[src/sv/idm_car_following_speed_update_defines.svh]
// Assertion macros shared by the car-following speed update design.
`ifndef IDM_CAR_FOLLOWING_SPEED_UPDATE_DEFINES_SVH
`define IDM_CAR_FOLLOWING_SPEED_UPDATE_DEFINES_SVH
`ifndef SYNTHESIS
`define IDM_ASSERT(lbl, prop, msg) \
  lbl: assert property (@(posedge clk) disable iff (!rst_n) prop) else $error(msg);
`define IDM_ASSERT_ALWAYS(lbl, prop, msg) \
  lbl: assert property (@(posedge clk) prop) else $error(msg);
`else
`define IDM_ASSERT(lbl, prop, msg)
`define IDM_ASSERT_ALWAYS(lbl, prop, msg)
`endif
`endif

[src/sv/idm_pkg.sv]
// Types, widths and constants of the car-following speed update design.
package idm_pkg;

  localparam int GapW     = 24;
  localparam int SpdW     = 16;
  localparam int AccW     = 12;
  localparam int TimeW    = 12;
  localparam int ExpW     = 4;
  localparam int DtW      = 16;
  localparam int FracW    = 16;
  localparam int CfgIdxW  = 3;
  localparam int CfgDataW = 24;

  localparam int SqrtInW  = 2 * AccW;
  localparam int RootW    = SqrtInW / 2;
  localparam int DenW     = RootW + 1;
  localparam int NdW      = 2 * SpdW;
  localparam int VtW      = SpdW + TimeW - 8;
  localparam int RatioW   = 32;
  localparam int RatioNumW = SpdW + FracW;
  localparam int GapNumW  = GapW + FracW;
  localparam int PowSteps = (1 << ExpW) - 1;
  localparam int AdW      = AccW + DtW;
  localparam int FacW     = 34;

  localparam logic [CfgIdxW-1:0] CfgMinGap     = CfgIdxW'(0);
  localparam logic [CfgIdxW-1:0] CfgTimeHeadway = CfgIdxW'(1);
  localparam logic [CfgIdxW-1:0] CfgComfortDecel = CfgIdxW'(2);
  localparam logic [CfgIdxW-1:0] CfgAccelExp   = CfgIdxW'(3);
  localparam logic [CfgIdxW-1:0] CfgTimeStep   = CfgIdxW'(4);
  localparam logic [CfgIdxW-1:0] CfgModelMode  = CfgIdxW'(5);

  localparam logic [RatioW-1:0] RatioCap = 32'h8000_0000;
  localparam logic [RatioW-1:0] QOne     = 32'h0001_0000;
  localparam logic [63:0]       QHalf    = 64'h0000_0000_0000_8000;
  localparam logic [GapW-1:0]   GapMax   = 24'hFF_FFFF;

  typedef struct packed {
    logic [GapW-1:0]  min_gap;
    logic [TimeW-1:0] time_headway;
    logic [AccW-1:0]  comfort_decel;
    logic [ExpW-1:0]  accel_exponent;
    logic [DtW-1:0]   time_step;
    logic             model_mode;
  } idm_cfg_t;

  localparam idm_cfg_t CfgReset = '{
    min_gap:        24'd512,
    time_headway:   12'd384,
    comfort_decel:  12'd427,
    accel_exponent: 4'd4,
    time_step:      16'd6554,
    model_mode:     1'b0
  };

  typedef struct packed {
    logic            leader_present;
    logic [GapW-1:0] leader_gap;
    logic [SpdW-1:0] leader_speed;
    logic [SpdW-1:0] own_speed;
    logic [SpdW-1:0] top_speed;
    logic [AccW-1:0] top_accel;
  } idm_in_t;

  typedef struct packed {
    logic signed [SpdW-1:0] new_speed;
    logic [GapW-1:0]        desired_gap;
    logic                   saturated;
  } idm_out_t;

  typedef struct packed {
    logic            lp;
    logic [GapW-1:0] gap;
    logic [SpdW-1:0] v;
    logic [SpdW-1:0] vm;
    logic [AccW-1:0] a;
    logic [VtW-1:0]  vt;
  } idm_quot_tag_t;

  typedef struct packed {
    idm_quot_tag_t  base;
    logic           neg;
    logic [NdW-1:0] nd;
  } idm_root_tag_t;

  typedef struct packed {
    logic            lp;
    logic [GapW-1:0] gap;
    logic [SpdW-1:0] v;
    logic [SpdW-1:0] vm;
    logic [AccW-1:0] a;
    logic [GapW-1:0] s;
    logic            gsat;
  } idm_gap_tag_t;

  typedef struct packed {
    idm_gap_tag_t      gt;
    logic [RatioW-1:0] p;
  } idm_q_tag_t;

  typedef struct packed {
    logic            lp;
    logic [SpdW-1:0] v;
    logic [SpdW-1:0] vm;
    logic [GapW-1:0] desired_gap;
    logic            sat;
  } idm_fin_tag_t;

endpackage

[src/sv/idm_div.sv]
// Pipelined restoring divider, one quotient bit per stage, with a tag riding along.
module idm_div #(
  parameter int NumW = idm_pkg::RatioNumW,
  parameter int DenW = idm_pkg::SpdW,
  parameter int TagW = 1
) (
  input  logic            clk,
  input  logic            rst_n,
  input  logic            in_vld,
  input  logic [NumW-1:0] in_num,
  input  logic [DenW-1:0] in_den,
  input  logic [TagW-1:0] in_tag,
  output logic            out_vld,
  output logic [NumW-1:0] out_quo,
  output logic [TagW-1:0] out_tag
);

  logic            vld_r [NumW];
  logic [DenW-1:0] rem_r [NumW];
  logic [NumW-1:0] quo_r [NumW];
  logic [NumW-1:0] num_r [NumW];
  logic [DenW-1:0] den_r [NumW];
  logic [TagW-1:0] tag_r [NumW];

  for (genvar i = 0; i < NumW; i++) begin : g_st
    logic            vld_in;
    logic [DenW-1:0] rem_in;
    logic [NumW-1:0] quo_in;
    logic [NumW-1:0] num_in;
    logic [DenW-1:0] den_in;
    logic [TagW-1:0] tag_in;
    logic [DenW:0]   trial;
    logic [DenW:0]   diff;
    logic            fits;

    if (i == 0) begin : g_first
      assign vld_in = in_vld;
      assign rem_in = '0;
      assign quo_in = '0;
      assign num_in = in_num;
      assign den_in = in_den;
      assign tag_in = in_tag;
    end else begin : g_next
      assign vld_in = vld_r[i-1];
      assign rem_in = rem_r[i-1];
      assign quo_in = quo_r[i-1];
      assign num_in = num_r[i-1];
      assign den_in = den_r[i-1];
      assign tag_in = tag_r[i-1];
    end

    assign trial = {rem_in, num_in[NumW-1]};
    assign diff  = trial - {1'b0, den_in};
    assign fits  = trial >= {1'b0, den_in};

    always_ff @(posedge clk) begin
      if (!rst_n) begin
        vld_r[i] <= 1'b0;
      end else begin
        vld_r[i] <= vld_in;
      end
    end

    always_ff @(posedge clk) begin
      rem_r[i] <= fits ? diff[DenW-1:0] : trial[DenW-1:0];
      quo_r[i] <= {quo_in[NumW-2:0], fits};
      num_r[i] <= {num_in[NumW-2:0], 1'b0};
      den_r[i] <= den_in;
      tag_r[i] <= tag_in;
    end
  end

  assign out_vld = vld_r[NumW-1];
  assign out_quo = quo_r[NumW-1];
  assign out_tag = tag_r[NumW-1];

endmodule

[config.mk]
export PLATFORM = sky130hd
export DESIGN_NAME = idm_div
export DESIGN_NICKNAME = d
export VERILOG_FILES = /design/src/sv/idm_car_following_speed_update_defines.svh /design/src/sv/idm_pkg.sv /design/src/sv/idm_div.sv
export SDC_FILE = /design/constraint.sdc
export NUM_CORES = 2
export LEC_CHECK = 0
export ABC_AREA = 1
export BUFFER_PORTS_ARGS = -buffer_cell sky130_fd_sc_hd__buf_2
export CAP_MARGIN = 5
export CORE_MARGIN = 1.5
export CORE_UTILIZATION = 40
export DETAILED_ROUTE_END_ITERATION = 8
export PLACE_DENSITY = 0.66
export SYNTH_ARGS = -nofsm -noshare
export SYNTH_HDL_FRONTEND = slang
export SYNTH_SLANG_ARGS = --single-unit
[constraint.sdc]
create_clock -name clk -period 1.9 [get_ports clk]
set_input_delay 0.095 -clock clk [delete_from_list [all_inputs] [get_ports clk]]
set_output_delay 0.095 -clock clk [all_outputs]
set_load 0.1 [all_outputs]
After elaboration in Yosys (flattened, before gate mapping)
Memory sizes are Yosys's and may differ from the RTL's.
Index checks and enable logic that the tools add are counted.
- add/subtract/negate cells: 32
- multiply operators: 0
- divide/modulo/power cells: 0
- magnitude comparators: 32
- equal/unequal tests: 0
- shift operators: 0
- multiplexer cells: 66
- bitwise gates (word level): 32
- reduce and logical (&&, ||, !) cells: 0
- operators by type and width (cell ; number):
    greater-or-equal comparator 17 x 16 -> 1 bit ; 31
    2-to-1 mux 16 bit ; 32
    subtractor 16 bit ; 31
    2-to-1 mux 1 bit ; 34
    bitwise OR 1 bit ; 32
    greater-or-equal comparator 1 x 16 -> 1 bit ; 1
    subtractor 1 x 16 -> 16 bit ; 1
- flip-flop bits (word level): 0
- bits in latches: 0
- RAM bits: 3104
- ROM bits: 0
- output and inout port bits: 34
- logic and storage cells: 168
- memories kept: 6
- memory list (memory ; depth ; width ; read ports ; clocked after Yosys merged registers in ; write ports ; line ; RTL):
    quo_r ; 32 ; 32 ; 32 ; 0 ; 32 ; idm_div.sv:20 ; logic [NumW-1:0] quo_r [NumW];
    num_r ; 32 ; 31 ; 31 ; 0 ; 32 ; idm_div.sv:21 ; logic [NumW-1:0] num_r [NumW];
    den_r ; 32 ; 16 ; 31 ; 0 ; 32 ; idm_div.sv:22 ; logic [DenW-1:0] den_r [NumW];
    rem_r ; 32 ; 16 ; 31 ; 0 ; 32 ; idm_div.sv:19 ; logic [DenW-1:0] rem_r [NumW];
    tag_r ; 32 ; 1 ; 32 ; 0 ; 32 ; idm_div.sv:23 ; logic [TagW-1:0] tag_r [NumW];
    vld_r ; 32 ; 1 ; 32 ; 0 ; 32 ; idm_div.sv:18 ; logic vld_r [NumW];

Depth between registers and ports, before layout
An unclocked memory read counts as a cell.
- depth after elaboration: 3
- mapped depth: 15
- depth with buffers taken out: 13

Least setup slack after synthesis
OpenSTA, ideal clock, no wires.
- kind: register to register
- from: mem num_r[0][371] (netlist name)
- to: mem rem_r[1][72] (netlist name)
- data arrival time: 1630 ps
- required time: 1787 ps
- setup slack: 157 ps
- cell stages (with the launch flop): 11
- path buffers: 0
- cell sequence: dfxtp_1 inv_1 ha_1 fa_1 inv_1 nand3_1 nand3_1 a21oi_1 or2_2 nand3_1 nand2_1
- RTL lines (what ; line):
    start: declaration ; idm_div.sv:21
    end: declaration ; idm_div.sv:19

==> qor.txt <==
Leak: 0.0572 uW
wire length per cell: 14.8 um
vias in the first global route: 66500
Syn Nets: 11200
RSZ-0062 raised after global routing: true
Worst path slowest cell: dfxtp_4
Post-synth EDFFs: 0
Worst-Skew Late Latency: 0.86 ns
Final setup viols: 0
crit-path cells: inv_2, ha_4, nand2_2, inv_2, nand2_2, nor4_4, nand2_8, buf_6, nand3_1, nand2_1
GR Layer Usage met2: 34.3%
met3 Use GR: 2.63%
Final Max Slew Viols: 0
Num CTS Buffers: 209
Post-DRT Antenna Nets: 0
vias post-DR: 68600
Place WS: -0.237 ns
Residual DRC: 0
busiest layer in global routing: met2
delay-heaviest family, CP: simple AND/OR/NAND/NOR gates
Power Dens Cells: 1570 nW/um^2
H-Tree Depth: 4
HP Class: in2reg
Worst Slack Setup Final: 0.0170 ns
crit end category: register
Crit. Startpoint: den_r[1][154]$_DFF_P_
crit path buf inv count: 3
Nets: 12500
Area Overhead vs Synth: 33.7%
Post-Synthesis Cell Area: 83100 sq um
hold_sp: in_den[3]
largest net degree at the start of global routing: 33
final hold vios: 0
first-pass GRT wire length: 339000 um
total chip power: 174000 uW
TritonCTS clock tree: done
Top FF cell, synth: dfxtp_1
Overflow after GRT: 0
Post-Syn Area per Cell: 7.85 sq um
Total Routing Usage GR: 19.8%
Die Span X: 459 um
Detail Placement HPWL: 163000 um
CP max FO: 6
full die area: 210000 sq um
setup TNS: 0 ns
outcome: completed
Fmax: 531 MHz
Clock Pin Slew Worst Setup and Hold Paths: 0.07 ns
Routability Congestion: 0.934
Slew @ Worst Pin: 0.523 ns
via/cell ratio: 4.62
Cell variety after synth: 42
critical path type: reg2reg
synthesized instance count: 10600
initial antenna violation count: 1
CTS Root Cell: clkbuf_16
core box area: 207000 sq um
post-route minimum period: 1.88 ns
Die H: 459 um
register bit total from synthesis: 2080
synth warn: 0
VDD IR max: 1.18 mV
clock sink count: 2080
drt pass-1 iters: 6
I/O Buffers: 85
Worst slew margin: 65.4%
# rows: 167
Filler cells: 18700
Worst EP required: 2.62 ns
Synth async-reset ratio: 0%
minimum hold slack: 0.129 ns
DRT iter0 DRCs: 4027
effective utilization at floorplan: 40.2%
worst path arrival time: 2.60 ns
Final period util: 99.1%
MaxCap Viol Count: 0
met1 usage: 25.0%
slowest stage delay, CP: 0.38 ns
sequential element share of the synthesized area: 50.1%
Post-Route WL: 220000 um
reg2reg start: den_r[1][154]$_DFF_P_
Setup Skew: 0.0450 ns
ratio of cells with drive above 1 in the final layout: 24.9%
Clock Tree Buf Depth: 3
Startpoint Class: register
Ports: 86
[Yosys cell counts (11+ instances only)]
| cell | n | area (sq um) |
|---|---|---|
| nand3b_1 | 76 | 571 |
| nand4_1 | 133 | 832 |
| xor2_1 | 141 | 1230 |
| nor2_1 | 377 | 1420 |
| buf_2 | 39 | 195 |
| dfxtp_1 | 2080 | 41600 |
| nor3_1 | 88 | 440 |
| o21ai_0 | 19 | 95.1 |
| nand2_1 | 3703 | 13900 |
| o21bai_1 | 19 | 143 |
| nand2_4 | 24 | 270 |
| nand3_2 | 23 | 230 |
| ha_1 | 498 | 6230 |
| or2_2 | 22 | 138 |
| buf_4 | 19 | 143 |
| buf_6 | 36 | 405 |
| nor2_4 | 28 | 315 |
| clkbuf_2 | 11 | 55.1 |
| nor2_2 | 23 | 144 |
| inv_2 | 18 | 67.6 |
| a21oi_1 | 272 | 1360 |
| and3_1 | 13 | 81.3 |
| and2_1 | 22 | 138 |
| inv_1 | 1936 | 7270 |
| fa_1 | 30 | 601 |
| nand2_2 | 50 | 313 |
| nand3_1 | 780 | 3900 |
| o21a_1 | 23 | 173 |
| xnor2_1 | 42 | 368 |
[repair_timing]
| action | in CTS | in global routing |
|---|---|---|
| gates resized for setup | 331 | 1263 |
| buffers inserted | 24 | 135 |
| hold endpoints to repair | 97 | 0 |
| hold buffers | 102 | 0 |
| pin swaps | 47 | 258 |
| setup endpoints to repair | 393 | 502 |
| gates cloned | 8 | 24 |
[cell families (layout without fill, tap and decap cells)]
logic type / count (synthesis) / count (layout) / synth area share [%]
buf+inv: 2067 / 3595 / 9.92
compound gates: 345 / 345 / 2.23
xor+xnor: 183 / 183 / 1.93
simple gates: 5380 / 5400 / 27.6
fa+ha+maj: 528 / 528 / 8.22
other cells: 0 / 2 / 0
flops: 2080 / 2080 / 50.1
[placed cells by master (no fill, tap or decap), types with 29 or more instances in the layout]
master            n
a21oi_1         233
a21oi_2          39
buf_12           44
buf_2            86
buf_4           950
buf_6            46
clkbuf_16       218
clkbuf_8         41
clkinv_2         29
dfxtp_1        1803
dfxtp_2         254
dlygate4sd3_1   102
fa_2             30
ha_1            127
ha_4            361
inv_1          1818
inv_2           128
nand2_1        3460
nand2_2         252
nand2_4          55
nand2_8          30
nand3_1         722
nand3_2          75
nand3b_1         76
nand4_1         133
nor2_1          265
nor2_2          102
nor2_4           61
nor3_1           75
xnor2_1          42
xor2_1          141
[state kept, by name (all words and copies together) (netlist names)]
name	cells
vld_r	32
rem_r	496
quo_r	528
num_r	496
den_r	496
tag_r	32
[layer usage]
layer | share of wire [%] | routed length [um]
met1 | 44 | 97600
met5 | 0 | 0
met2 | 48 | 107000
met4 | 3.3 | 7180
met3 | 3.9 | 8670
[path summary, 6_finish.rpt]
check | end | slack, ns | cells after the start
setup / recovery | rem_r[3][35]$_DFF_P_ | 0.02 | 10
hold / removal | den_r[0][3]$_DFF_P_ | 0.13 | 3
setup reg to reg | rem_r[3][35]$_DFF_P_ | 0.02 | 10
hold reg to reg | quo_r[0][357]$_DFF_P_ | 0.29 | 0
[area by class of cell]
type | count | area [sq um] | share of cell area [%]
inverters | 1954 | 7360 | 6.63
flip-flops and latches | 2080 | 42000 | 37.9
repair inverters | 1 | 7.51 | 0.00676
multi-input cells | 6456 | 40300 | 36.3
diodes | 2 | 5.00 | 0.00451
repair buffers | 1249 | 10400 | 9.36
well taps | 2704 | 3380 | 3.05
clock buffers | 279 | 5920 | 5.33
clock inverters | 112 | 1640 | 1.48
[power by group]
group	internal [uW]	total, uW	switching (uW)
sequential	51800	58000	6130
clock	25500	43500	18000
combinational	32100	72400	40300
[worst register-to-register path, cell delays in order (launching register included)]
cell	delay, ns
dfxtp_4	0.38
inv_2	0.05
ha_4	0.28
nand2_2	0.06
inv_2	0.07
nand2_2	0.08
nor4_4	0.33
nand2_8	0.15
buf_6	0.17
nand3_1	0.09
nand2_1	0.10
[per-stage QoR]
step	std cells	util, %	cell area [sq um]
after global placement	14200	45.0	93000
after CTS	14700	50.2	104000
after global routing	14800	53.7	111000
after floorplan	10600	-	83100
final	14800	53.7	111000
after detailed placement	14200	45.0	93000
Note: power is estimated with default switching activity, not from simulation.
