### src/sv/idm_car_following_speed_update_defines.svh
// Assertion macros shared by the car-following speed update design.
`ifndef IDM_CAR_FOLLOWING_SPEED_UPDATE_DEFINES_SVH
`define IDM_CAR_FOLLOWING_SPEED_UPDATE_DEFINES_SVH
`ifndef SYNTHESIS
`define IDM_ASSERT(lbl, prop, msg) \
  lbl: assert property (@(posedge clk) disable iff (!rst_n) prop) else $error(msg);
`define IDM_ASSERT_ALWAYS(lbl, prop, msg) \
  lbl: assert property (@(posedge clk) prop) else $error(msg);
`else
`define IDM_ASSERT(lbl, prop, msg)
`define IDM_ASSERT_ALWAYS(lbl, prop, msg)
`endif
`endif

### src/sv/idm_pkg.sv
// Types, widths and constants of the car-following speed update design.
package idm_pkg;

  localparam int GapW     = 24;
  localparam int SpdW     = 16;
  localparam int AccW     = 12;
  localparam int TimeW    = 12;
  localparam int ExpW     = 4;
  localparam int DtW      = 16;
  localparam int FracW    = 16;
  localparam int CfgIdxW  = 3;
  localparam int CfgDataW = 24;

  localparam int SqrtInW  = 2 * AccW;
  localparam int RootW    = SqrtInW / 2;
  localparam int DenW     = RootW + 1;
  localparam int NdW      = 2 * SpdW;
  localparam int VtW      = SpdW + TimeW - 8;
  localparam int RatioW   = 32;
  localparam int RatioNumW = SpdW + FracW;
  localparam int GapNumW  = GapW + FracW;
  localparam int PowSteps = (1 << ExpW) - 1;
  localparam int AdW      = AccW + DtW;
  localparam int FacW     = 34;

  localparam logic [CfgIdxW-1:0] CfgMinGap     = CfgIdxW'(0);
  localparam logic [CfgIdxW-1:0] CfgTimeHeadway = CfgIdxW'(1);
  localparam logic [CfgIdxW-1:0] CfgComfortDecel = CfgIdxW'(2);
  localparam logic [CfgIdxW-1:0] CfgAccelExp   = CfgIdxW'(3);
  localparam logic [CfgIdxW-1:0] CfgTimeStep   = CfgIdxW'(4);
  localparam logic [CfgIdxW-1:0] CfgModelMode  = CfgIdxW'(5);

  localparam logic [RatioW-1:0] RatioCap = 32'h8000_0000;
  localparam logic [RatioW-1:0] QOne     = 32'h0001_0000;
  localparam logic [63:0]       QHalf    = 64'h0000_0000_0000_8000;
  localparam logic [GapW-1:0]   GapMax   = 24'hFF_FFFF;

  typedef struct packed {
    logic [GapW-1:0]  min_gap;
    logic [TimeW-1:0] time_headway;
    logic [AccW-1:0]  comfort_decel;
    logic [ExpW-1:0]  accel_exponent;
    logic [DtW-1:0]   time_step;
    logic             model_mode;
  } idm_cfg_t;

  localparam idm_cfg_t CfgReset = '{
    min_gap:        24'd512,
    time_headway:   12'd384,
    comfort_decel:  12'd427,
    accel_exponent: 4'd4,
    time_step:      16'd6554,
    model_mode:     1'b0
  };

  typedef struct packed {
    logic            leader_present;
    logic [GapW-1:0] leader_gap;
    logic [SpdW-1:0] leader_speed;
    logic [SpdW-1:0] own_speed;
    logic [SpdW-1:0] top_speed;
    logic [AccW-1:0] top_accel;
  } idm_in_t;

  typedef struct packed {
    logic signed [SpdW-1:0] new_speed;
    logic [GapW-1:0]        desired_gap;
    logic                   saturated;
  } idm_out_t;

  typedef struct packed {
    logic            lp;
    logic [GapW-1:0] gap;
    logic [SpdW-1:0] v;
    logic [SpdW-1:0] vm;
    logic [AccW-1:0] a;
    logic [VtW-1:0]  vt;
  } idm_quot_tag_t;

  typedef struct packed {
    idm_quot_tag_t  base;
    logic           neg;
    logic [NdW-1:0] nd;
  } idm_root_tag_t;

  typedef struct packed {
    logic            lp;
    logic [GapW-1:0] gap;
    logic [SpdW-1:0] v;
    logic [SpdW-1:0] vm;
    logic [AccW-1:0] a;
    logic [GapW-1:0] s;
    logic            gsat;
  } idm_gap_tag_t;

  typedef struct packed {
    idm_gap_tag_t      gt;
    logic [RatioW-1:0] p;
  } idm_q_tag_t;

  typedef struct packed {
    logic            lp;
    logic [SpdW-1:0] v;
    logic [SpdW-1:0] vm;
    logic [GapW-1:0] desired_gap;
    logic            sat;
  } idm_fin_tag_t;

endpackage

### src/sv/idm_isqrt.sv
// Pipelined floor square root, one root bit per stage, with a tag riding along.
module idm_isqrt #(
  parameter int TagW = $bits(idm_pkg::idm_root_tag_t)
) (
  input  logic                        clk,
  input  logic                        rst_n,
  input  logic                        in_vld,
  input  logic [idm_pkg::SqrtInW-1:0] in_x,
  input  logic [TagW-1:0]             in_tag,
  output logic                        out_vld,
  output logic [idm_pkg::RootW-1:0]   out_root,
  output logic [TagW-1:0]             out_tag
);

  localparam int Steps = idm_pkg::RootW;
  localparam int XW    = idm_pkg::SqrtInW;
  localparam int RemW  = Steps + 2;

  logic             vld_r  [Steps];
  logic [RemW-1:0]  rem_r  [Steps];
  logic [Steps-1:0] root_r [Steps];
  logic [XW-1:0]    x_r    [Steps];
  logic [TagW-1:0]  tag_r  [Steps];

  for (genvar i = 0; i < Steps; i++) begin : g_st
    logic             vld_in;
    logic [RemW-1:0]  rem_in;
    logic [Steps-1:0] root_in;
    logic [XW-1:0]    x_in;
    logic [TagW-1:0]  tag_in;
    logic [RemW-1:0]  trial;
    logic [RemW-1:0]  test;
    logic             fits;

    if (i == 0) begin : g_first
      assign vld_in  = in_vld;
      assign rem_in  = '0;
      assign root_in = '0;
      assign x_in    = in_x;
      assign tag_in  = in_tag;
    end else begin : g_next
      assign vld_in  = vld_r[i-1];
      assign rem_in  = rem_r[i-1];
      assign root_in = root_r[i-1];
      assign x_in    = x_r[i-1];
      assign tag_in  = tag_r[i-1];
    end

    assign trial = {rem_in[RemW-3:0], x_in[XW-1 -: 2]};
    assign test  = {root_in, 2'b01};
    assign fits  = trial >= test;

    always_ff @(posedge clk) begin
      if (!rst_n) begin
        vld_r[i] <= 1'b0;
      end else begin
        vld_r[i] <= vld_in;
      end
    end

    always_ff @(posedge clk) begin
      rem_r[i]  <= fits ? (trial - test) : trial;
      root_r[i] <= {root_in[Steps-2:0], fits};
      x_r[i]    <= {x_in[XW-3:0], 2'b00};
      tag_r[i]  <= tag_in;
    end
  end

  assign out_vld  = vld_r[Steps-1];
  assign out_root = root_r[Steps-1];
  assign out_tag  = tag_r[Steps-1];

endmodule

### config.mk
export PLATFORM = sky130hd
export DESIGN_NAME = idm_isqrt
export DESIGN_NICKNAME = d
export VERILOG_FILES = /design/src/sv/idm_car_following_speed_update_defines.svh /design/src/sv/idm_pkg.sv /design/src/sv/idm_isqrt.sv
export SDC_FILE = /design/constraint.sdc
export NUM_CORES = 1
export LEC_CHECK = 0
export BUFFER_PORTS_ARGS = -buffer_cell sky130_fd_sc_hd__buf_2
export CAP_MARGIN = 20
export CORE_MARGIN = 4
export CORE_UTILIZATION = 24
export DETAILED_ROUTE_END_ITERATION = 6
export MAX_ROUTING_LAYER = met4
export SLEW_MARGIN = 20
export SYNTH_ARGS = -nofsm -noshare
export SYNTH_HDL_FRONTEND = slang
export SYNTH_SLANG_ARGS = --single-unit
### constraint.sdc
create_clock -name clk -period 4.6 [get_ports clk]
set_clock_uncertainty 0.2 [all_clocks]
set_input_delay 0.23 -clock clk [delete_from_list [all_inputs] [get_ports clk]]
set_output_delay 0.23 -clock clk [all_outputs]
set_load 0.03 [all_outputs]
# After elaboration in Yosys (flattened, before gate mapping)
# Memory sizes are Yosys's and may differ from the RTL's.
# Cells that the tools add are included.
[totals]
register_bits = 0
ramBits = 2052
n_memories = 5
[op_classes]
addsub = 12
magnitude_cmp = 12
mux = 26
bitwise = 12
[memory_table]
columns = ["memory", "words", "width", "rd", "rd_clocked_by_memory_dff", "write_ports", "line_no", "rtl"]
rows = [
  ["tag_r", 12, 122, 12, 0, 12, "idm_isqrt.sv:23", "logic [TagW-1:0] tag_r [Steps];"],
  ["x_r", 12, 22, 11, 0, 12, "idm_isqrt.sv:22", "logic [XW-1:0] x_r [Steps];"],
  ["rem_r", 12, 14, 11, 0, 12, "idm_isqrt.sv:20", "logic [RemW-1:0] rem_r [Steps];"],
  ["root_r", 12, 12, 12, 0, 12, "idm_isqrt.sv:21", "logic [Steps-1:0] root_r [Steps];"],
  ["vld_r", 12, 1, 12, 0, 12, "idm_isqrt.sv:19", "logic vld_r [Steps];"],
]
[ops]
columns = ["operator", "count"]
rows = [
  ["14-bit 2-to-1 mux", 12],
  ["14-bit greater-or-equal comparator", 11],
  ["14-bit subtractor", 11],
  ["1-bit 2-to-1 mux", 14],
  ["1-bit OR", 12],
  ["2-bit by 1-bit subtractor with 3-bit output (second input constant)", 1],
  ["2-bit by 1-bit greater-or-equal comparator with 1-bit output (second input constant)", 1],
]

# Depth between registers and ports, before layout
# Gate-level depths: netlist of run 1.
# An unclocked memory read counts as a cell.
[depth]
word_depth = 3
mapped_depth = 11
mapped_depth_nobuf = 9

# Least setup slack after synthesis of run 1
# Ideal clock, no wire load.
[synth_timing]
path_type = "register -> register"
startpoint = "memory root_r[4][13] in the netlist's numbering"
endpoint = "memory rem_r[10][10] in the netlist's numbering"
setup_ns = 0.121
arrival_time_ns = 2.157
t_required_ns = 4.279
setup_slack_ns = 2.123
path_stages_with_launch = 10
path_buffers = 1
cell_sequence = "dfxtp_1 > inv_1 > ha_1 > o211ai_1 > a21oi_1 > a211oi_1 > o21ai_1 > a31oi_2 > buf_6 > mux2_2"
[synth_lines]
columns = ["item", "line_no"]
rows = [
  ["start: declaration", "idm_isqrt.sv:21"],
  ["end: declaration", "idm_isqrt.sv:20"],
]

==> flow_metrics.env, run 1 <==
export IMPL_status="finished clean"
export IMPL_hpwl_um=37800
export IMPL_required_ns=5.04
export IMPL_nets=3552
export IMPL_grt_pass1_wl_um=100000
export IMPL_path_clk_slew_ns=0.06
export IMPL_tightest_slew_ns=0.872
export IMPL_clk_latency_ns=0.79
export IMPL_ant_nets=0
export IMPL_syn_to_final_growth_pct=32.4
export IMPL_yosys_cell_types_count=67
export IMPL_grt_use_total_pct=7.20
export IMPL_cts_setup_buffers=0
export IMPL_layout_min_cycle_time_ns=3.03
export IMPL_synthAdderAreaFrac_pct=2.66
export IMPL_yosysTopAreaCell="dfxtp_1"
export IMPL_max_cap_violations=0
export IMPL_finalSetupViolCount=0
export IMPL_fill_cells=16700
export IMPL_hold_violations=0
export IMPL_vias=19100
export IMPL_drcViolationCount=0
export IMPL_grt_overflow_total=0
export IMPL_synth_nets=2807
export IMPL_die_x_um=423
export IMPL_hold_class="reg2reg"
export IMPL_drt_initial_drc_count=802
export IMPL_synthFlopType="dfxtp_1"
export IMPL_synthesis_instances=2570
export IMPL_ios=284
export IMPL_use_met1_pct=6.77
export IMPL_die_area_um2=179000
export IMPL_critPathLaunchType="register"
export IMPL_ys_seq_area_share_pct=87.5
export IMPL_relSlewSlack_pct=41.7
export IMPL_portBuffers=283
export IMPL_cts_root_buf="clkbuf_16"
export IMPL_drive_above_1_share_pct=18.1
export IMPL_syn_area_um2=41400
export IMPL_cts_tree="yes"
export IMPL_setup_slack_ns=1.57
export IMPL_multi_input_area_um2=4750
export IMPL_ys_top_cells_by_count="dfxtp_1, inv_1, ha_1"
export IMPL_antenna_found_initial=1
export IMPL_htree_levels=4
export IMPL_period_share_pct=65.8
export IMPL_cts_sinks=1807
export IMPL_dp_slack_ns=1.57
export IMPL_path_class="reg2reg"
export IMPL_synth_compound_area_share_pct=2.93
export IMPL_core_area_um2=172000
export IMPL_grt_max_degree=18
export IMPL_gp_congestion=0.815
export IMPL_synth_edff_count=0
export IMPL_ir_drop_uv=325
export IMPL_avgViaCountPerCell=3.32
export IMPL_synthXorXnorAreaFrac_pct=1.84
export IMPL_synthMuxAreaShare_pct=0.787
export IMPL_drt_total_wl_um=61800
export IMPL_synth_top_area_share_pct=87.5
export IMPL_fin_util_pct=31.9
export IMPL_use_met3_pct=2.17
export IMPL_tns_ns=0
export IMPL_power_density_nw_per_um2=624
export IMPL_firstDrtPassIters=5
export IMPL_top_usage_layer="met2"
export IMPL_cellLeakagePower_nw=23.4
export IMPL_fin_total_pwr_mw=34.2
export IMPL_clockBufferDepth=3
export IMPL_die_h_um=423
export IMPL_start_util_pct=24.1
export IMPL_synth_most_common_cell="dfxtp_1"
export IMPL_synth_seq_cells=1807
export IMPL_use_met2_pct=13.0
export IMPL_synth_async_reset_ratio_pct=0
export IMPL_crit_fanout=13
export IMPL_whs_ns=0.0947
export IMPL_synth_area_leaders="dfxtp_1, ha_1, xnor2_1"
export IMPL_worstPathArrival_ns=3.47
export IMPL_ys_warn_count=0
export IMPL_drv_slew=0
export IMPL_fmax_mhz=330
export IMPL_rsz0062_at_grt="no"
export IMPL_rows=152
export IMPL_seqCellArea_um2=36200
export IMPL_crit_path_end_kind="register"
export IMPL_yosys_area_share_simple_pct=3.22
export IMPL_cts_resized=0
export IMPL_cts_inserted_buffers=175
export IMPL_grt_pass1_vias=20000
export IMPL_syn_avg_cell_area_um2=16.1
export IMPL_wire_per_inst_um=10.7
export IMPL_synth_top_family_by_area="simple AND/OR/NAND/NOR gates"
[cell families (layout without fill, tap and decap cells)]
kind of cell,count (synthesis),in the layout
AO/OA/AOI/OAI,193,193
XOR/XNOR,87,87
adder cells (fa/ha/maj),88,88
buffers and inverters,113,1006
flip-flops,1807,1807
multiplexers,29,29
other,1,2
AND/OR/NAND/NOR,252,252
[sequential cells by signal (all words and copies together), names as in the netlist]
name	count
rem_r	121
root_r	78
tag_r	1464
vld_r	12
x_r	132
[metal layers]
| layer | routed length [µm] | up-vias |
|---|---|---|
| met2 | 33000 | 358 |
| met3 | 2960 | 164 |
| li1 | - | 9784 |
| met4 | 2610 | 0 |
| met1 | 23200 | 8837 |
| met5 | 0 | - |
[per-stage QoR]
step,std cells,area [µm²]
global route,5774,54800
detailed placement,5151,45600
CTS,5773,54700
global placement,5151,45600
finish,5774,54800
floorplan,2570,41400
[layout by cell type (no fill, tap or decap), types with 13 or more instances in the layout]
cell type      netlist  routed
a21oi_1             55      55
and2_1              16      16
buf_2                6     283
bufinv_16            0      14
clkbuf_1             5      26
clkbuf_16            0     175
clkbuf_8             0      34
clkinv_2             0      32
dfxtp_1           1807    1807
dlygate4sd3_1        0     297
ha_1                88      88
inv_1               98      98
mux2_2              24      24
nand2_1             37      37
nand2b_1            18      18
nand3_1             13      13
nor2_1              73      73
nor2b_1             13      13
nor3_1              22      22
o21a_1              17      17
o21ai_0             57      56
xnor2_1             46      46
xor2_1              41      41
[worst max-delay path, cell delays in order (launching register included)]
cell and delay (ns):
dfxtp_1 0.32, inv_1 0.05, ha_1 0.33, o211ai_1 0.19
a21oi_1 0.07, a211oi_1 0.46, o21ai_1 0.14, a31oi_2 0.75
mux2_2 0.41
[timing repair]
| item | in CTS | in global routing |
|---|---|---|
| hold endpoints to repair | 159 | 0 |
| endpoints found under the setup margin | 0 | 0 |
| hold buffers | 297 | 0 |
[power by group]
| part | switching (mW) | internal [mW] | total [mW] | leakage [nW] |
|---|---|---|---|---|
| logic | 1.14 | 1.11 | 2.25 | 5.22 |
| registers | 0.467 | 16.9 | 17.3 | 15.2 |
| clock network | 6.08 | 8.50 | 14.6 | 3.00 |
| total | 7.69 | 26.5 | 34.2 | 23.4 |
[final cells by class]
cell class / count / share of cell area [%]
Sequential cell: 1807 / 66.1
Clock buffer: 235 / 9.03
Multi-Input combinational cell: 650 / 8.67
Timing Repair Buffer: 581 / 8.03
Tap cell: 2310 / 5.28
Clock inverter: 90 / 2.23
Inverter: 100 / 0.685
Antenna cell: 1 / 0.00457
[path summary, 6_finish.rpt]
kind | slack, ns | cells past startpoint | startpoint | to
setup / recovery | 1.57 | 8 | root_r[4][13] | rem_r[10][2]
hold / removal | 0.09 | 0 | x_r[6][14] | x_r[7][16]
setup reg to reg | 1.57 | 8 | root_r[4][13] | rem_r[10][2]
hold reg to reg | 0.09 | 0 | x_r[6][14] | x_r[7][16]
Note: power is estimated with default switching activity, not from simulation.
==> run 2: changes to the inputs <==
- clock period: 4.6 -> 2.5 ns (I/O delays scaled with it)
==> run 2 against run 1 <==
Routed wire length increased by 0.44%. Cell area rose by 0.77%. Register-to-register slack got worse by 1.5 ns. Global-route usage is essentially flat. First-iteration DRC count fell by 12%. Highest routed layer unchanged.
==> flow_metrics.env, run 2 (synthesis gave the netlist of run 1 again) <==
export IMPL_fmax_mhz=413
export IMPL_worst_path_max_delay_cell="or4_4"
export IMPL_cts_inserted_buffers=178
export IMPL_largest_reg_flops=1464
export IMPL_grt_pass1_wl_um=101000
export IMPL_crit_family="simple AND/OR/NAND/NOR gates"
export IMPL_final_area_um2=55200
export IMPL_path_cells="inv_1 -> ha_1 -> or4_4 -> nor4_4 -> o21a_4 -> inv_2 -> and3_2 -> a21o_2"
export IMPL_period_share_pct=96.8
export IMPL_clockBufferDepth=3
export IMPL_clk_latency_ns=0.80
export IMPL_max_cap_violations=0
export IMPL_final_common_cell="dfxtp_1"
export IMPL_relSlewSlack_pct=60.4
export IMPL_htree_levels=4
export IMPL_cellLeakagePower_nw=23.6
export IMPL_grt_max_degree=18
export IMPL_path_class="reg2reg"
export IMPL_drive_above_1_share_pct=19.0
export IMPL_power_density_nw_per_um2=1150
export IMPL_antenna_found_initial=2
export IMPL_critPathLaunchType="register"
export IMPL_grt_pass1_vias=20100
export IMPL_cts_sinks=1807
export IMPL_fin_total_pwr_mw=63.7
export IMPL_vias=19300
export IMPL_reg_largest_list="tag_r (1464), x_r (132), rem_r (121)"
export IMPL_die_area_um2=179000
export IMPL_layout_min_cycle_time_ns=2.42
export IMPL_tns_ns=0
export IMPL_drt_initial_drc_count=702
export IMPL_drcViolationCount=0
export IMPL_gp_congestion=0.809
export IMPL_wire_per_inst_um=10.7
export IMPL_firstDrtPassIters=5
export IMPL_avgViaCountPerCell=3.33
export IMPL_worstPathArrival_ns=2.90
export IMPL_slowest_delay_ns=0.58
export IMPL_syn_to_final_growth_pct=33.4
export IMPL_nets=3577
export IMPL_grt_use_total_pct=7.23
export IMPL_hold_class="reg2reg"
export IMPL_grt_overflow_total=0
export IMPL_die_x_um=423
export IMPL_most_common_layout_cells="dfxtp_1, dlygate4sd3_1, buf_2, clkbuf_16, inv_1"
export IMPL_crit_buf_inv=2
export IMPL_seqCellArea_um2=36200
export IMPL_hold_violations=0
export IMPL_placed_area_um2=45800
export IMPL_hpwl_um=38500
export IMPL_finalSetupViolCount=0
export IMPL_status="finished clean"
export IMPL_top_register="tag_r"
export IMPL_drt_total_wl_um=62100
export IMPL_ant_nets=0
export IMPL_crit_path_end_kind="register"
export IMPL_start_util_pct=24.1
export IMPL_rows=152
export IMPL_multi_input_area_um2=4820
export IMPL_die_h_um=423
export IMPL_cts_root_buf="clkbuf_16"
export IMPL_core_area_um2=172000
export IMPL_path_clk_slew_ns=0.06
export IMPL_drv_slew=0
export IMPL_portBuffers=283
export IMPL_rsz0062_at_grt="yes"
export IMPL_required_ns=2.98
export IMPL_ios=284
export IMPL_ir_drop_uv=538
export IMPL_crit_fanout=6
export IMPL_whs_ns=0.100
export IMPL_tightest_slew_ns=0.588
export IMPL_fill_cells=16600
export IMPL_cts_tree="yes"
-- run 2: changes by cell type in the layout (fill, tap and decap cells not counted), moves of 3 or more --
cell / delta
a211oi_2: +3
inv_6: +3
buf_4: +20
clkbuf_1: +6
o21ai_0: -4
o21ai_1: +3
clkbuf_16: +3
a211oi_1: -3
clkinv_2: -7
bufinv_16: +5
clkinv_4: +4
-- run 2: routing by layer --
layer	track usage (%)	part of all wire (%)	up-vias
li1	-	-	9841
met1	6.78	37	8924
met2	13.0	54	378
met3	2.30	5.0	169
met4	4.16	4.3	0
met5	-	0	-
-- run 2: report_power, final --
group / total (mW) / internal [mW] / switching, mW
combinational: 4.31 / 2.17 / 2.14
sequential: 31.9 / 31.0 / 0.882
clock: 27.5 / 16.3 / 11.2
-- run 2: path summary, 6_finish.rpt --
kind                 start             to  slack (ns)  cells after the start
min reg2reg  tag_r[8][102]  tag_r[9][102]        0.10                      0
max           root_r[2][4]    rem_r[5][6]        0.08                      8
max reg2reg   root_r[2][4]    rem_r[5][6]        0.08                      8
min          tag_r[8][102]  tag_r[9][102]        0.10                      0
-- run 2: through the flow --
step,setup slack (ns),utilization [%],cells
3_5_place_dp,-0.0759,26.7,5170
5_1_grt,-0.0439,32.2,5802
2_1_floorplan,0.0225,-,2570
4_1_cts,0.0260,32.1,5799
3_3_place_gp,0.0369,26.7,5170
6_report,0.0801,32.2,5802
-- run 2: timing repair --
| action | in CTS | in global routing |
|---|---|---|
| setup buffers | 0 | 2 |
| endpoints found under the setup margin | 9 | 36 |
| pin swaps | 0 | 6 |
| resized for setup | 2 | 22 |
| hold buffers | 298 | 0 |
| endpoints found under the hold margin | 159 | 0 |
-- run 2: final cells by class --
type / count / share of cell area, %
Tap cell: 2310 / 5.24
Multi-Input combinational cell: 650 / 8.73
Clock inverter: 89 / 2.41
Antenna cell: 1 / 0.00453
Clock buffer: 242 / 9.09
Sequential cell: 1807 / 65.6
Inverter: 100 / 0.680
Timing Repair Buffer: 603 / 8.29
==> run 3: changes to the inputs <==
- BUFFER_PORTS_ARGS: -buffer_cell sky130_fd_sc_hd__buf_2 -> -buffer_cell sky130_fd_sc_hd__buf_4
==> run 3 against run 2 <==
Global-route usage shrank 0.089 points. Via count shrank 0.49%. First-iteration DRC count grew 9.1%. Worst setup slack lost 0.026 ns. Die area is the same. Critical path depth is the same. Clock-buffer cell count shrank 3. Maximum frequency shrank 1.0%. Critical endpoint is now rem_r[9][11].
==> flow_metrics.env, run 3 (synthesis gave the netlist of run 1 again) <==
export IMPL_crit_fanout=4
export IMPL_htree_levels=4
export IMPL_finalSetupViolCount=0
export IMPL_switchingPower_mw=14.2
export IMPL_die_area_um2=179000
export IMPL_clk_latency_ns=0.81
export IMPL_syn_to_final_growth_pct=35.2
export IMPL_hpwl_um=38200
export IMPL_portBuffers=283
export IMPL_top_register="tag_r"
export IMPL_layout_min_cycle_time_ns=2.45
export IMPL_core_area_um2=172000
export IMPL_hold_class="reg2reg"
export IMPL_cts_tree="yes"
export IMPL_fmax_mhz=409
export IMPL_max_cap_violations=0
export IMPL_reg_largest_list="tag_r (1464), x_r (132), rem_r (121)"
export IMPL_most_common_layout_cells="dfxtp_1, buf_4, dlygate4sd3_1, clkbuf_16, inv_1"
export IMPL_critPathLaunchType="register"
export IMPL_crit_path_end_kind="register"
export IMPL_antenna_found_initial=4
export IMPL_die_h_um=423
export IMPL_final_common_cell="dfxtp_1"
export IMPL_ant_nets=0
export IMPL_worstPathArrival_ns=2.91
export IMPL_p_clk_share_pct=43.1
export IMPL_drv_slew=0
export IMPL_pwr_share_comb_pct=7.0
export IMPL_fin_total_pwr_mw=63.9
export IMPL_firstDrtPassIters=5
export IMPL_relSlewSlack_pct=45.0
export IMPL_period_share_pct=97.8
export IMPL_required_ns=2.96
export IMPL_vias=19200
export IMPL_ir_drop_uv=604
export IMPL_grt_max_degree=23
export IMPL_ff2ff_setup_slack_ns=0.05
export IMPL_die_x_um=423
export IMPL_seq_power_share_pct=50.0
export IMPL_cellLeakagePower_nw=23.9
export IMPL_fin_util_pct=32.6
export IMPL_cts_root_buf="clkbuf_16"
export IMPL_hold_violations=0
export IMPL_dp_cells=5170
export IMPL_drt_initial_drc_count=766
export IMPL_drt_total_wl_um=61500
export IMPL_start_util_pct=24.1
export IMPL_whs_path_depth=0
export IMPL_tightest_slew_ns=0.817
export IMPL_grt_pass1_wl_um=99000
export IMPL_clockBufferDepth=3
export IMPL_avgViaCountPerCell=3.32
export IMPL_grt_pass1_vias=20000
export IMPL_drcViolationCount=0
export IMPL_ff2ff_path_depth=8
export IMPL_final_cells=5796
export IMPL_drive_above_1_share_pct=19.0
export IMPL_swShare_pct=22.3
export IMPL_ios=284
export IMPL_cts_inserted_buffers=176
export IMPL_status="finished clean"
export IMPL_cts_sinks=1807
export IMPL_power_density_nw_per_um2=1140
export IMPL_rows=152
export IMPL_grt_overflow_total=0
export IMPL_path_class="reg2reg"
export IMPL_gp_congestion=0.811
export IMPL_largest_reg_flops=1464
export IMPL_wire_per_inst_um=10.6
export IMPL_rsz0062_at_grt="yes"
export IMPL_grt_use_total_pct=7.14
export IMPL_nets=3574
export IMPL_path_clk_slew_ns=0.06
export IMPL_p_int_mw=49.7
-- run 3: timing repair --
| item | in CTS | in global routing |
|---|---|---|
| endpoints found under the hold margin | 159 | 0 |
| pin swaps | 0 | 2 |
| hold buffers | 298 | 0 |
| resized for setup | 3 | 19 |
| endpoints found under the setup margin | 12 | 35 |
| buffers inserted | 0 | 1 |
-- run 3: per-stage QoR --
step	hold slack, ns	worst slack (ns)	area [µm²]	TNS, ns
CTS	0.0785	0.0403	55800	0
global route	0.0888	-0.0806	55900	-0.127
floorplan	-0.0473	0.0225	41400	0
detailed placement	0.0304	-0.0134	46500	-0.0488
global placement	0.0293	0.0312	46500	0
finish	0.0848	0.0546	55900	0
-- run 3: path summary, 6_finish.rpt --
kind	startpoint	endpoint
min reg2reg	tag_r[2][69]	tag_r[3][69]
max	root_r[4][0]	rem_r[9][11]
max reg2reg	root_r[4][0]	rem_r[9][11]
min	tag_r[2][69]	tag_r[3][69]
-- run 3: critical path, cell delays in order, from the launching register on --
cell,delay [ns]
dfxtp_1,0.38
inv_1,0.06
ha_1,0.32
o21a_1,0.14
o21ai_0,0.34
a31o_2,0.28
o21ai_0,0.11
a21oi_1,0.18
mux2_2,0.36
-- run 3: cell type report --
cell class / count / area [µm²]
antenna: 3 / 7.51
fill: 16600 / 116000
timing repair buffer: 602 / 5290
multi-input combinational: 650 / 4810
inverter: 100 / 375
clock buffer: 239 / 5000
clock inverter: 85 / 1370
tap: 2310 / 2890
sequential: 1807 / 36200
-- run 3: metal layers --
layer | track usage, % | vias to the layer above | wire length (µm)
met5 | - | - | 0
met4 | 4.11 | 0 | 2660
met3 | 2.34 | 168 | 3150
met2 | 12.9 | 350 | 32700
met1 | 6.60 | 8861 | 22900
li1 | - | 9838 | -
-- run 3: power groups by stage --
stage / sequential (mW) / clock [mW] / combinational [mW]
after floorplan: 32.5 / 0 / 2.63
after global placement: 32.5 / 0 / 3.91
after global routing: 32.1 / 29.7 / 4.93
after CTS: 32.0 / 28.5 / 4.43
after detailed placement: 32.6 / 0 / 4.03
final: 31.9 / 27.5 / 4.45
